**src/rtl/core/sft_pkg.sv**
```systemverilog
`timescale 1ns / 1ps
// ----------------------------------------------------------------------------
// sft_pkg
// Types and constants shared by the stuffed frame transmitter modules.
// ----------------------------------------------------------------------------
package sft_pkg;

    // Register indexes on the configuration port
    localparam logic [2:0] REG_FLAG      = 3'd0;
    localparam logic [2:0] REG_ESCAPE    = 3'd1;
    localparam logic [2:0] REG_FLAG_SUB  = 3'd2;
    localparam logic [2:0] REG_ESC_SUB   = 3'd3;
    localparam logic [2:0] REG_ADDRESS   = 3'd4;
    localparam logic [2:0] REG_CTRL_ZERO = 3'd5;
    localparam logic [2:0] REG_CTRL_ONE  = 3'd6;

    // Reset values of the registers
    localparam logic [7:0] RST_FLAG      = 8'h7e;
    localparam logic [7:0] RST_ESCAPE    = 8'h7d;
    localparam logic [7:0] RST_FLAG_SUB  = 8'h5e;
    localparam logic [7:0] RST_ESC_SUB   = 8'h5d;
    localparam logic [7:0] RST_ADDRESS   = 8'h03;
    localparam logic [7:0] RST_CTRL_ZERO = 8'h00;
    localparam logic [7:0] RST_CTRL_ONE  = 8'h40;

    typedef struct packed {
        logic [7:0] flag_value;
        logic [7:0] escape_value;
        logic [7:0] flag_substitute;
        logic [7:0] escape_substitute;
        logic [7:0] address_value;
        logic [7:0] control_seq_zero;
        logic [7:0] control_seq_one;
    } cfg_t;

    // One classified item passed from front to back
    typedef struct packed {
        logic [7:0] payload_byte;
        logic [7:0] check_byte;    // running XOR including this byte
        logic       first_byte;    // opens a frame: header goes first
        logic       final_byte;    // closes the frame: check and flag follow
        logic       sequence_bit;
    } cmd_t;

    typedef enum logic [2:0] {
        PH_START,
        PH_FLAG,
        PH_ADDR,
        PH_CTRL,
        PH_HCS,
        PH_DATA,
        PH_PCS,
        PH_CLOSE
    } phase_t;

endpackage

```
**src/rtl/core/sft_front.sv**
```systemverilog
`timescale 1ns / 1ps
// ----------------------------------------------------------------------------
// sft_front
// Accepts payload items, tracks frame state and the running payload check,
// and pushes one classified command per item into the queue.
// ----------------------------------------------------------------------------
module sft_front (
    input  logic          aclk,
    input  logic          aresetn,
    input  logic          s_valid,
    output logic          s_ready,
    input  logic [7:0]    s_payload_byte,
    input  logic          s_final_byte,
    input  logic          s_sequence_bit,
    input  logic          queue_full,
    output logic          push,
    output sft_pkg::cmd_t push_cmd
);
    import sft_pkg::*;

    logic       inside_frame_reg, inside_frame_next;
    logic [7:0] check_reg, check_next;
    logic [7:0] check_base;
    logic [7:0] check_sum;

    assign s_ready    = !queue_full;
    assign push       = s_valid && !queue_full;
    assign check_base = inside_frame_reg ? check_reg : 8'h00;
    assign check_sum  = check_base ^ s_payload_byte;

    always_comb begin
        push_cmd.payload_byte = s_payload_byte;
        push_cmd.check_byte   = check_sum;
        push_cmd.first_byte   = !inside_frame_reg;
        push_cmd.final_byte   = s_final_byte;
        push_cmd.sequence_bit = s_sequence_bit;
    end

    always_comb begin
        inside_frame_next = inside_frame_reg;
        check_next        = check_reg;
        if (push) begin
            inside_frame_next = !s_final_byte;
            check_next        = s_final_byte ? 8'h00 : check_sum;
        end
    end

    always_ff @(posedge aclk) begin
        if (!aresetn) begin
            inside_frame_reg <= 1'b0;
            check_reg        <= 8'h00;
        end else begin
            inside_frame_reg <= inside_frame_next;
            check_reg        <= check_next;
        end
    end

endmodule

```
**src/rtl/core/sft_queue.sv**
```systemverilog
`timescale 1ns / 1ps
// ----------------------------------------------------------------------------
// sft_queue
// Short command queue between front and back.
// ----------------------------------------------------------------------------
module sft_queue #(
    parameter int DEPTH = 4
) (
    input  logic          aclk,
    input  logic          aresetn,
    input  logic          push,
    input  sft_pkg::cmd_t push_cmd,
    output logic          full,
    input  logic          pop,
    output logic          head_valid,
    output sft_pkg::cmd_t head_cmd
);
    import sft_pkg::*;

    localparam int PTR_W = $clog2(DEPTH);
    localparam int CNT_W = $clog2(DEPTH + 1);

    cmd_t             mem [DEPTH];
    logic [PTR_W-1:0] wr_ptr_reg, wr_ptr_next;
    logic [PTR_W-1:0] rd_ptr_reg, rd_ptr_next;
    logic [CNT_W-1:0] count_reg, count_next;

    assign full       = (count_reg == CNT_W'(DEPTH));
    assign head_valid = (count_reg != '0);
    assign head_cmd   = mem[rd_ptr_reg];

    always_comb begin
        wr_ptr_next = wr_ptr_reg;
        rd_ptr_next = rd_ptr_reg;
        count_next  = count_reg;
        if (push) begin
            wr_ptr_next = (wr_ptr_reg == PTR_W'(DEPTH - 1)) ? '0 : wr_ptr_reg + 1'b1;
        end
        if (pop) begin
            rd_ptr_next = (rd_ptr_reg == PTR_W'(DEPTH - 1)) ? '0 : rd_ptr_reg + 1'b1;
        end
        if (push && !pop) begin
            count_next = count_reg + 1'b1;
        end else if (pop && !push) begin
            count_next = count_reg - 1'b1;
        end
    end

    always_ff @(posedge aclk) begin
        if (!aresetn) begin
            wr_ptr_reg <= '0;
            rd_ptr_reg <= '0;
            count_reg  <= '0;
        end else begin
            wr_ptr_reg <= wr_ptr_next;
            rd_ptr_reg <= rd_ptr_next;
            count_reg  <= count_next;
        end
    end

    always_ff @(posedge aclk) begin
        if (push) begin
            mem[wr_ptr_reg] <= push_cmd;
        end
    end

`ifndef SYNTHESIS
    a_count_bound: assert property (@(posedge aclk) disable iff (!aresetn)
        count_reg <= CNT_W'(DEPTH))
        else $error("queue count beyond depth");
    a_pop_needs_item: assert property (@(posedge aclk) disable iff (!aresetn)
        pop |-> head_valid)
        else $error("pop from empty queue");
`endif

endmodule

```
**src/rtl/core/sft_back.sv**
```systemverilog
`timescale 1ns / 1ps
// ----------------------------------------------------------------------------
// sft_back
// Walks each queued command through header, stuffed payload and trailer,
// one line byte per cycle while a command waits and the receiver accepts,
// into the output register.
module sft_back (
    input  logic          aclk,
    input  logic          aresetn,
    input  sft_pkg::cfg_t cfg,
    input  logic          head_valid,
    input  sft_pkg::cmd_t head_cmd,
    output logic          pop,
    output logic          m_valid,
    input  logic          m_ready,
    output logic [7:0]    m_line_byte,
    output logic          m_run_last,
    output logic          m_frame_closed
);
    import sft_pkg::*;

    phase_t     phase_reg, phase_next, cur_phase;
    logic       sub_reg, sub_next;
    logic       m_valid_reg, m_valid_next;
    logic [7:0] line_byte_reg;
    logic       run_last_reg;
    logic       frame_closed_reg;

    logic       step;
    logic [7:0] ctrl_byte;
    logic [7:0] cur_byte;
    logic       is_flag;
    logic       is_esc;
    logic       unit_done;      // last byte of the current (possibly stuffed) unit
    logic [7:0] stuffed_byte;
    logic [7:0] out_byte;
    logic       out_last;
    logic       out_closed;

    assign step      = head_valid && (!m_valid_reg || m_ready);
    assign ctrl_byte = head_cmd.sequence_bit ? cfg.control_seq_one : cfg.control_seq_zero;
    assign is_flag   = (cur_byte == cfg.flag_value);
    assign is_esc    = !is_flag && (cur_byte == cfg.escape_value);

    always_comb begin
        cur_phase = phase_reg;
        if (phase_reg == PH_START) begin
            cur_phase = head_cmd.first_byte ? PH_FLAG : PH_DATA;
        end
    end

    always_comb begin
        unique case (cur_phase)
            PH_HCS:  cur_byte = cfg.address_value ^ ctrl_byte;
            PH_PCS:  cur_byte = head_cmd.check_byte;
            default: cur_byte = head_cmd.payload_byte;
        endcase
    end

    // Stuffing: escape first, then the substitute
    always_comb begin
        priority if (sub_reg) begin
            stuffed_byte = is_flag ? cfg.flag_substitute : cfg.escape_substitute;
            unit_done    = 1'b1;
        end else if (is_flag || is_esc) begin
            stuffed_byte = cfg.escape_value;
            unit_done    = 1'b0;
        end else begin
            stuffed_byte = cur_byte;
            unit_done    = 1'b1;
        end
    end

    always_comb begin
        phase_next = phase_reg;
        sub_next   = sub_reg;
        pop        = 1'b0;
        out_byte   = stuffed_byte;
        out_last   = 1'b0;
        out_closed = 1'b0;
        unique case (cur_phase)
            PH_START: begin
                out_byte = stuffed_byte;
            end
            PH_FLAG: begin
                out_byte = cfg.flag_value;
                if (step) phase_next = PH_ADDR;
            end
            PH_ADDR: begin
                out_byte = cfg.address_value;
                if (step) phase_next = PH_CTRL;
            end
            PH_CTRL: begin
                out_byte = ctrl_byte;
                if (step) phase_next = PH_HCS;
            end
            PH_HCS: begin
                if (step) begin
                    sub_next   = !unit_done;
                    phase_next = unit_done ? PH_DATA : PH_HCS;
                end
            end
            PH_DATA: begin
                out_last = unit_done && !head_cmd.final_byte;
                if (step) begin
                    sub_next = !unit_done;
                    if (unit_done) begin
                        phase_next = head_cmd.final_byte ? PH_PCS : PH_START;
                        pop        = !head_cmd.final_byte;
                    end else begin
                        phase_next = PH_DATA;
                    end
                end
            end
            PH_PCS: begin
                if (step) begin
                    sub_next   = !unit_done;
                    phase_next = unit_done ? PH_CLOSE : PH_PCS;
                end
            end
            PH_CLOSE: begin
                out_byte   = cfg.flag_value;
                out_last   = 1'b1;
                out_closed = 1'b1;
                if (step) begin
                    phase_next = PH_START;
                    pop        = 1'b1;
                end
            end
        endcase
    end

    always_comb begin
        m_valid_next = m_valid_reg;
        if (step) begin
            m_valid_next = 1'b1;
        end else if (m_ready) begin
            m_valid_next = 1'b0;
        end
    end

    always_ff @(posedge aclk) begin
        if (!aresetn) begin
            phase_reg   <= PH_START;
            sub_reg     <= 1'b0;
            m_valid_reg <= 1'b0;
        end else begin
            phase_reg   <= phase_next;
            sub_reg     <= sub_next;
            m_valid_reg <= m_valid_next;
        end
    end

    always_ff @(posedge aclk) begin
        if (step) begin
            line_byte_reg    <= out_byte;
            run_last_reg     <= out_last;
            frame_closed_reg <= out_closed;
        end
    end

    assign m_valid        = m_valid_reg;
    assign m_line_byte    = line_byte_reg;
    assign m_run_last     = run_last_reg;
    assign m_frame_closed = frame_closed_reg;

`ifndef SYNTHESIS
    a_closed_is_last: assert property (@(posedge aclk) disable iff (!aresetn)
        (m_valid_reg && frame_closed_reg) |-> run_last_reg)
        else $error("closing flag not marked as last byte of item");
    a_sub_phase: assert property (@(posedge aclk) disable iff (!aresetn)
        sub_reg |-> (phase_reg == PH_HCS || phase_reg == PH_DATA || phase_reg == PH_PCS))
        else $error("stuffing pending outside a stuffed field");
    a_close_restarts: assert property (@(posedge aclk) disable iff (!aresetn)
        (step && cur_phase == PH_CLOSE) |=> (phase_reg == PH_START && !sub_reg))
        else $error("sequencer did not restart after closing flag");
`endif

endmodule

```
**src/rtl/core/stuffed_frame_transmitter.sv**
```systemverilog
`timescale 1ns / 1ps
// ----------------------------------------------------------------------------
// stuffed_frame_transmitter
// Framer: turns payload bytes into byte-stuffed information frames.
// ----------------------------------------------------------------------------
// Usage:
//   Input channel s_*: one payload byte per item, with s_final_byte marking
//   the last byte of a frame and s_sequence_bit picking the control byte on
//   the first byte. Output channel m_*: one line byte per item; m_run_last
//   marks the last line byte caused by an input item, m_frame_closed the
//   closing flag. APB port: seven 8-bit registers at byte addresses 4*i;
//   write them only while the block is idle.
//   Throughput: the back end emits one line byte per cycle while the receiver
//   accepts it. An input item causes 1 line byte for a plain mid-frame
//   byte, 2 when stuffed, plus 4 or 5 for a frame header and 2 to 3 for the
//   trailer. The front end keeps taking items while the command queue has
//   room, so header and trailer bursts are absorbed by the queue.
//   Input to output: with the back end idle, an accepted item is written into
//   the queue first, and its first line byte is then registered for output.
//   Reset (aresetn low, synchronous): no frame open, queue and output empty,
//   registers back to their defaults.
//   Receiver stall: the output register holds its byte; the back end waits,
//   the queue fills and then s_ready drops.
// ----------------------------------------------------------------------------
module stuffed_frame_transmitter #(
    parameter int QUEUE_DEPTH = 4     // queued items, 2 or more
) (
    input  logic        aclk,
    input  logic        aresetn,
    // input item channel
    input  logic        s_valid,
    output logic        s_ready,
    input  logic [7:0]  s_payload_byte,
    input  logic        s_final_byte,
    input  logic        s_sequence_bit,
    // result item channel
    output logic        m_valid,
    input  logic        m_ready,
    output logic [7:0]  m_line_byte,
    output logic        m_run_last,
    output logic        m_frame_closed,
    // configuration port
    input  logic        psel,
    input  logic        penable,
    input  logic        pwrite,
    input  logic [4:0]  paddr,
    input  logic [31:0] pwdata,
    output logic [31:0] prdata,
    output logic        pready
);
    import sft_pkg::*;

    cfg_t       cfg_reg, cfg_next;
    logic       cfg_wr;
    logic [2:0] reg_index;
    logic [7:0] rd_byte;

    logic       push;
    cmd_t       push_cmd;
    logic       queue_full;
    logic       pop;
    logic       head_valid;
    cmd_t       head_cmd;

    // ---- configuration registers ----
    assign pready    = 1'b1;
    assign reg_index = paddr[4:2];
    assign cfg_wr    = psel && penable && pwrite && pready;

    // Decode the write; drop writes beyond the last register
    always_comb begin
        cfg_next = cfg_reg;
        if (cfg_wr) begin
            unique case (reg_index)
                REG_FLAG:      cfg_next.flag_value        = pwdata[7:0];
                REG_ESCAPE:    cfg_next.escape_value      = pwdata[7:0];
                REG_FLAG_SUB:  cfg_next.flag_substitute   = pwdata[7:0];
                REG_ESC_SUB:   cfg_next.escape_substitute = pwdata[7:0];
                REG_ADDRESS:   cfg_next.address_value     = pwdata[7:0];
                REG_CTRL_ZERO: cfg_next.control_seq_zero  = pwdata[7:0];
                REG_CTRL_ONE:  cfg_next.control_seq_one   = pwdata[7:0];
                default:       cfg_next = cfg_reg;
            endcase
        end
    end

    // Read back; unmapped addresses read as zero
    always_comb begin
        unique case (reg_index)
            REG_FLAG:      rd_byte = cfg_reg.flag_value;
            REG_ESCAPE:    rd_byte = cfg_reg.escape_value;
            REG_FLAG_SUB:  rd_byte = cfg_reg.flag_substitute;
            REG_ESC_SUB:   rd_byte = cfg_reg.escape_substitute;
            REG_ADDRESS:   rd_byte = cfg_reg.address_value;
            REG_CTRL_ZERO: rd_byte = cfg_reg.control_seq_zero;
            REG_CTRL_ONE:  rd_byte = cfg_reg.control_seq_one;
            default:       rd_byte = 8'h00;
        endcase
    end

    assign prdata = {24'h000000, rd_byte};

    always_ff @(posedge aclk) begin
        if (!aresetn) begin
            cfg_reg.flag_value        <= RST_FLAG;
            cfg_reg.escape_value      <= RST_ESCAPE;
            cfg_reg.flag_substitute   <= RST_FLAG_SUB;
            cfg_reg.escape_substitute <= RST_ESC_SUB;
            cfg_reg.address_value     <= RST_ADDRESS;
            cfg_reg.control_seq_zero  <= RST_CTRL_ZERO;
            cfg_reg.control_seq_one   <= RST_CTRL_ONE;
        end else begin
            cfg_reg <= cfg_next;
        end
    end

    // ---- front: accept and classify items ----
    sft_front u_front (
        .aclk           (aclk),
        .aresetn        (aresetn),
        .s_valid        (s_valid),
        .s_ready        (s_ready),
        .s_payload_byte (s_payload_byte),
        .s_final_byte   (s_final_byte),
        .s_sequence_bit (s_sequence_bit),
        .queue_full     (queue_full),
        .push           (push),
        .push_cmd       (push_cmd)
    );

    // ---- queue: decouple front from back ----
    sft_queue #(
        .DEPTH (QUEUE_DEPTH)
    ) u_queue (
        .aclk       (aclk),
        .aresetn    (aresetn),
        .push       (push),
        .push_cmd   (push_cmd),
        .full       (queue_full),
        .pop        (pop),
        .head_valid (head_valid),
        .head_cmd   (head_cmd)
    );

    // ---- back: emit header, stuffed bytes and trailer ----
    sft_back u_back (
        .aclk           (aclk),
        .aresetn        (aresetn),
        .cfg            (cfg_reg),
        .head_valid     (head_valid),
        .head_cmd       (head_cmd),
        .pop            (pop),
        .m_valid        (m_valid),
        .m_ready        (m_ready),
        .m_line_byte    (m_line_byte),
        .m_run_last     (m_run_last),
        .m_frame_closed (m_frame_closed)
    );

endmodule
```
**config.mk**
```make
export PLATFORM = sky130hd
export DESIGN_NAME = stuffed_frame_transmitter
export DESIGN_NICKNAME = d
export VERILOG_FILES = /design/src/rtl/core/sft_pkg.sv /design/src/rtl/core/sft_front.sv /design/src/rtl/core/sft_queue.sv /design/src/rtl/core/sft_back.sv /design/src/rtl/core/stuffed_frame_transmitter.sv
export SDC_FILE = /design/constraint.sdc
export NUM_CORES = 1
export LEC_CHECK = 0
export BUFFER_PORTS_ARGS = -buffer_cell sky130_fd_sc_hd__buf_2
export CORE_UTILIZATION = 35
export DETAILED_ROUTE_END_ITERATION = 7
export GPL_TIMING_DRIVEN = 0
export PLACE_DENSITY = 0.51
export SKIP_LAST_GASP = 1
export SLEW_MARGIN = 20
export SYNTH_ARGS = -nofsm -noshare
export SYNTH_HDL_FRONTEND = slang
export SYNTH_HIERARCHICAL = 1
export SYNTH_SLANG_ARGS = --single-unit
export TNS_END_PERCENT = 20
```
**constraint.sdc**
```tcl
create_clock -name aclk -period 4 [get_ports aclk]
set_input_delay 1 -clock aclk [delete_from_list [all_inputs] [get_ports aclk]]
set_output_delay 1 -clock aclk [all_outputs]
set_load 0.01 [all_outputs]
```
# == Yosys cells after proc, flatten, opt, wreduce, memory -nomap -nowiden ==
# Memories as Yosys holds them, arrays and structs flattened. A register that Yosys moved wholly into a read port is not among the register bits.
# Cells that the tools add are included.
# word_totals
ff_bits,87
ram_bits,76
input_bits,54
wordCells,127
memories,1
# mem_list
name,words,word_bits,rd,rd_clocked_by_memory_dff,write_ports,line_no,text
u_queue.mem,4,19,1,1,1,sft_queue.sv:23,cmd_t mem [DEPTH];
# op_classes
n_addsub,4
eq_ne,25
mux,41
n_bitwise,2
reduce_logical,36
# ops
operator,n
$pmux 8 s7,1
$mux 8,6
$mux 3,13
$eq 3x3->1 const B,8
$pmux 8 s3,1
$pmux 3 s7,1
$eq 8x8->1,2
$pmux 8 s2,1
$reduce_and 2->1,8
$xor 8x8->8,2
$ne 2x1->1 const B,7
$eq 3x2->1 const B,4
$mux 1,12
$logic_not 1->1,9
$logic_and 1x1->1,8
$mux 2,4
$reduce_and 8->1,1
$reduce_bool 7->1,1
$eq 3x1->1 const B,2
$logic_not 3->1,2
$add 2x1->2 const B,2
$eq 2x2->1 const B,2
$pmux 1 s2,2
$reduce_bool 2->1,2
6 further kinds,7

# == Longest topological paths before layout ==
# logic_depth
depth_word,16
depth_mapped,19
ltp_nobuf,16

# == Hierarchy ==
# Netlist, hierarchy kept.
# modules_own_cells
module,n_inst,cells_each,area_per_inst_um2,seq_area_each_um2
sft_queue,1,143,3244.4,2462.4
stuffed_frame_transmitter,1,317,2934.1,1121.1
sft_back,1,224,1915.6,400.4
sft_front,1,54,534.3,180.2

# == Worst setup path before layout ==
# No wires, ideal clock.
# synth_path
path_kind,reg2reg
start,reg with a tool-made name
end,reg u_queue.count_reg[2]
t_arrival_ps,3957
slack_ps,-33
path_stages_with_launch,19
period_less_slack_ps,4033
cell_sequence,dfxtp_1 > buf_6 > mux4_1 > buf_4 > mux2i_1 > mux2i_1 > nand2_1 > xor2_1 > nor4_2 > a41oi_2 > o21ai_0 > o22ai_1 > inv_1 > ha_1 > inv_1 > fa_1 > xor2_1 > or3_1 > a21boi_0
# synth_rtl
element,line_no,text
to (signal assigned),sft_queue.sv:57,count_reg <= count_next;
to (decl),sft_queue.sv:26,"logic [CNT_W-1:0] count_reg, count_next;"

==> metrics.cfg <==
[run_status]
run_status = finished, violations left
violations = setup timing

[drt]
vias = 6110
dr.pass1.iters = 5
drt_iter0_drc = 436
drc = 0
antenna_left = 0
drt-total-wl_um = 23540
via_per_inst = 5.200
routedWlPerCell_um = 20.03

[sta]
clock_skew_ns = 0.01469
hold_slack_ns = 0.4685
clock.fmax_mhz = 242.8
tightest_slew_ns = 1.080
period_share_pct = 103.0
rsz0062_at_grt = yes
slew-limit-headroom_pct = 27.97
setup_slack_ns = -0.1189
final-hold-violation-count = 0
setup_violations = 1
final_max_slew_viol_count = 0
min_period_ns = 4.119

[setup_path]
cp_data_arrival_time_ns = 4.49
reg2regPathDepth = 19
crit_top_cell = mux2i_4
critPathCaptureType = flop
critPathSlowestCell = mux4_2
start_kind = flop
r2r_end = u_queue/count_reg[2]$_SDFFE_PN0P_
crit_chain = mux4_2 -> buf_12 -> mux2i_4 -> mux2i_4 -> buf_4 -> a21oi_1 -> nor4_1 -> and4_1 -> buf_6 -> a41oi_4 -> o21ai_2 -> o22ai_2 -> inv_2 -> ha_4 -> inv_1 -> fa_2 -> xor2_1 -> or3_1 -> a21boi_1
path_class = flop to flop
critPathMaxStageDelay_ns = 0.53
r2r_slack_ns = -0.12
crit_required_ns = 4.37
worstPathMaxFanout = 8

[synthesis]
synth_xor_area_share_pct = 2.175
ys.flop_type = edfxtp_1
synth_top_family_by_area = multiplexers
synth_compound_area_share_pct = 9.991
seq_area_frac_synth_pct = 48.26
ys_ff_latch = 165
syn-cell-area_um2 = 8628
synthSimpleGateAreaFrac_pct = 14.41
yosys_warnings = 6
synthArstFlopShare_pct = 0
synth_area_per_cell_um2 = 11.69
syn_inst = 738
synth.area.mux_share_pct = 16.04
synth_cell_type_count = 72
yosys.area_share.adder_pct = 1.102
synth-edff-count = 86

[hold_path]
holdCritStartpoint = u_front/check_reg[1]$_SDFFE_PN0P_
hold_path_class = flop to flop
hold_path_end = u_front/check_reg[1]$_SDFFE_PN0P_
hold_depth = 1

[clock_network]
cts_tree = done
cts_sinks = 165
cts-htree-levels = 4
cts_made_buffers = 17
ctsLongestPathBuffers = 2
cts_root_buf = clkbuf_16
path_clk_slew_ns = 0.07
clk_latency_ns = 0.44

[floorplanning]
io_pins = 99
rows = 57
die_width_um = 159.0
fp.dieArea_um2 = 25280
coreArea_um2 = 24250
initial_core_util_pct = 35.58
die_h_um = 159.0

[cells_and_area]
finish.utilization_pct = 42.65
largest_register_ffs = 76
nets = 899
area_growth_pct = 19.87
diodes = 0
drive_gt1_share_pct = 27.97

[power]
p_leak_uw = 0.003861
p_per_area_nw_per_um2 = 520.1
ir_drop_uv = 341.2

[grt]
globalRouteTotalUtil_pct = 19.27
grt_pass1_wl_um = 36650
first_global_vias = 6072
grt_overflow = 0
grt_max_degree = 20
antenna_found_initial = 0

[placement]
place_congestion = 0.8383
dp_hpwl_um = 16580
io_buffers = 44

[flow_run]
cap_violations = 0

-- how the worst max path moves through the flow --
stage,slack (ns),end
final,-0.12,u_queue/count_reg[2]$_SDFFE_PN0P_
after CTS,-0.23,u_queue/count_reg[2]$_SDFFE_PN0P_
after floorplan,0.02,u_queue/count_reg[2]$_SDFFE_PN0P_
after global placement,-0.82,u_queue/count_reg[2]$_SDFFE_PN0P_
after global routing,-0.31,u_queue/count_reg[2]$_SDFFE_PN0P_
after detailed placement,-0.85,u_queue/count_reg[2]$_SDFFE_PN0P_
-- where the power goes --
part           total, uW  switching [uW]  leakage (uW)  internal [uW]
Sequential          2110            87.1       0.00143           2020
Combinational       1540             907       0.00212            634
Clock               1730             816      0.000304            912
Total               5380            1810       0.00386           3570
-- worst max-delay path, delay by kind of cell (launching register included) --
family	cells	cell delay, ns
xor gates and xnor gates	1	0.15
buffers and inverters	5	0.58
DFF	1	0.39
muxes	3	1.12
adders and majority gates	2	0.45
AOI/OAI and AO/OA	5	0.58
and+or+nand+nor	3	0.78
-- synth_stat cells (3+ instances only) --
cell type  number  area share (%)
o21ai_0        28             1.6
a221oi_1       13             1.3
and3_1          8            0.58
nor4b_2         6             1.0
o211ai_1       18             1.6
buf_1           3            0.13
nor2_1          9            0.39
nor4_1          4            0.29
and4bb_1        3            0.44
ha_1            6            0.87
mux2_2          9             1.2
mux2i_1        82             9.5
nand3b_1       17             1.5
o221a_1         3            0.39
inv_1          32             1.4
xnor2_1         7            0.71
a21oi_1        20             1.2
nor2_4          3            0.39
nand3_1        27             1.6
nand2_1        68             3.0
o221a_2         4            0.52
nor4bb_1        3            0.35
clkbuf_1       14            0.61
buf_6           6            0.78
xor2_1          7            0.71
nor3_1          4            0.23
nor2b_1        10            0.73
nand2b_1        5            0.36
and2_1         13            0.94
mux4_1          9             2.7
a32o_1          8            0.93
xnor2_2         4            0.75
edfxtp_1       86              30
a31oi_1        10            0.73
mux4_2         10             2.6
buf_4          43             3.7
dfxtp_1        79              18
buf_2          12            0.70
-- layout make-up --
cell class	count	area (um2)
buffer	81	570.5
clock buffer	17	425.4
clock inverter	15	216.5
fill	2358	13910
inverter	32	120.1
multi-input combinational	482	4096
sequential	165	4168
tap	324	405.4
timing repair buffer	59	340.3
-- logic make-up after synthesis --
group,Yosys count
compound gates,120
xor+xnor,18
fa+ha+maj,7
buf+inv,114
flops,165
mux,110
other cells,2
simple gates,202
-- layer usage --
layer	part of all wire [%]	global-route usage [%]	wire length, um	vias to the layer above
li1	-	-	-	2901
met1	44	24.89	10350	2983
met2	48	32.22	11380	195
met3	4.9	3.282	1159	31
met4	2.8	7.517	654	0
met5	0	0	0	-
-- placed cells by master, fill, tap and decap left out, types with 9 or more instances in the layout --
cell type	synthesis	routed
edfxtp_1	86	86
mux2i_4	0	12
conb_1	2	25
inv_1	32	31
and2_1	13	13
nand3b_1	17	17
mux4_2	10	11
mux2i_2	0	9
o211ai_1	18	18
mux2_2	9	9
dfxtp_1	79	78
clkbuf_1	14	14
a31oi_1	10	10
buf_2	12	54
o21ai_0	28	27
nor2_1	9	9
nor2b_1	10	10
clkbuf_16	0	17
a21oi_1	20	20
nand2_1	68	65
nand3_1	27	27
buf_4	43	57
a221oi_1	13	13
mux2i_1	82	61
-- stage by stage --
step	area (um2)	total power, uW	instances	setup slack, ns	TNS (ns)
floorplan	8715	3100	761	0.01956	0
global placement	9340	3546	1129	-0.8228	-1.525
detailed placement	9340	3545	1129	-0.8514	-1.625
CTS	10270	5383	1174	-0.2275	-0.2275
global route	10340	5639	1175	-0.3059	-0.3774
finish	10340	5379	1175	-0.1189	-0.1189
-- what timing repair did --
item,4_1_cts,5_1_grt
hold buffers,0,0
pin swaps,5,6
setup buffers,13,2
resized for setup,43,13
endpoints found under the setup margin,5,3
gates cloned,0,0
Power figures use the tool's default switching activity.
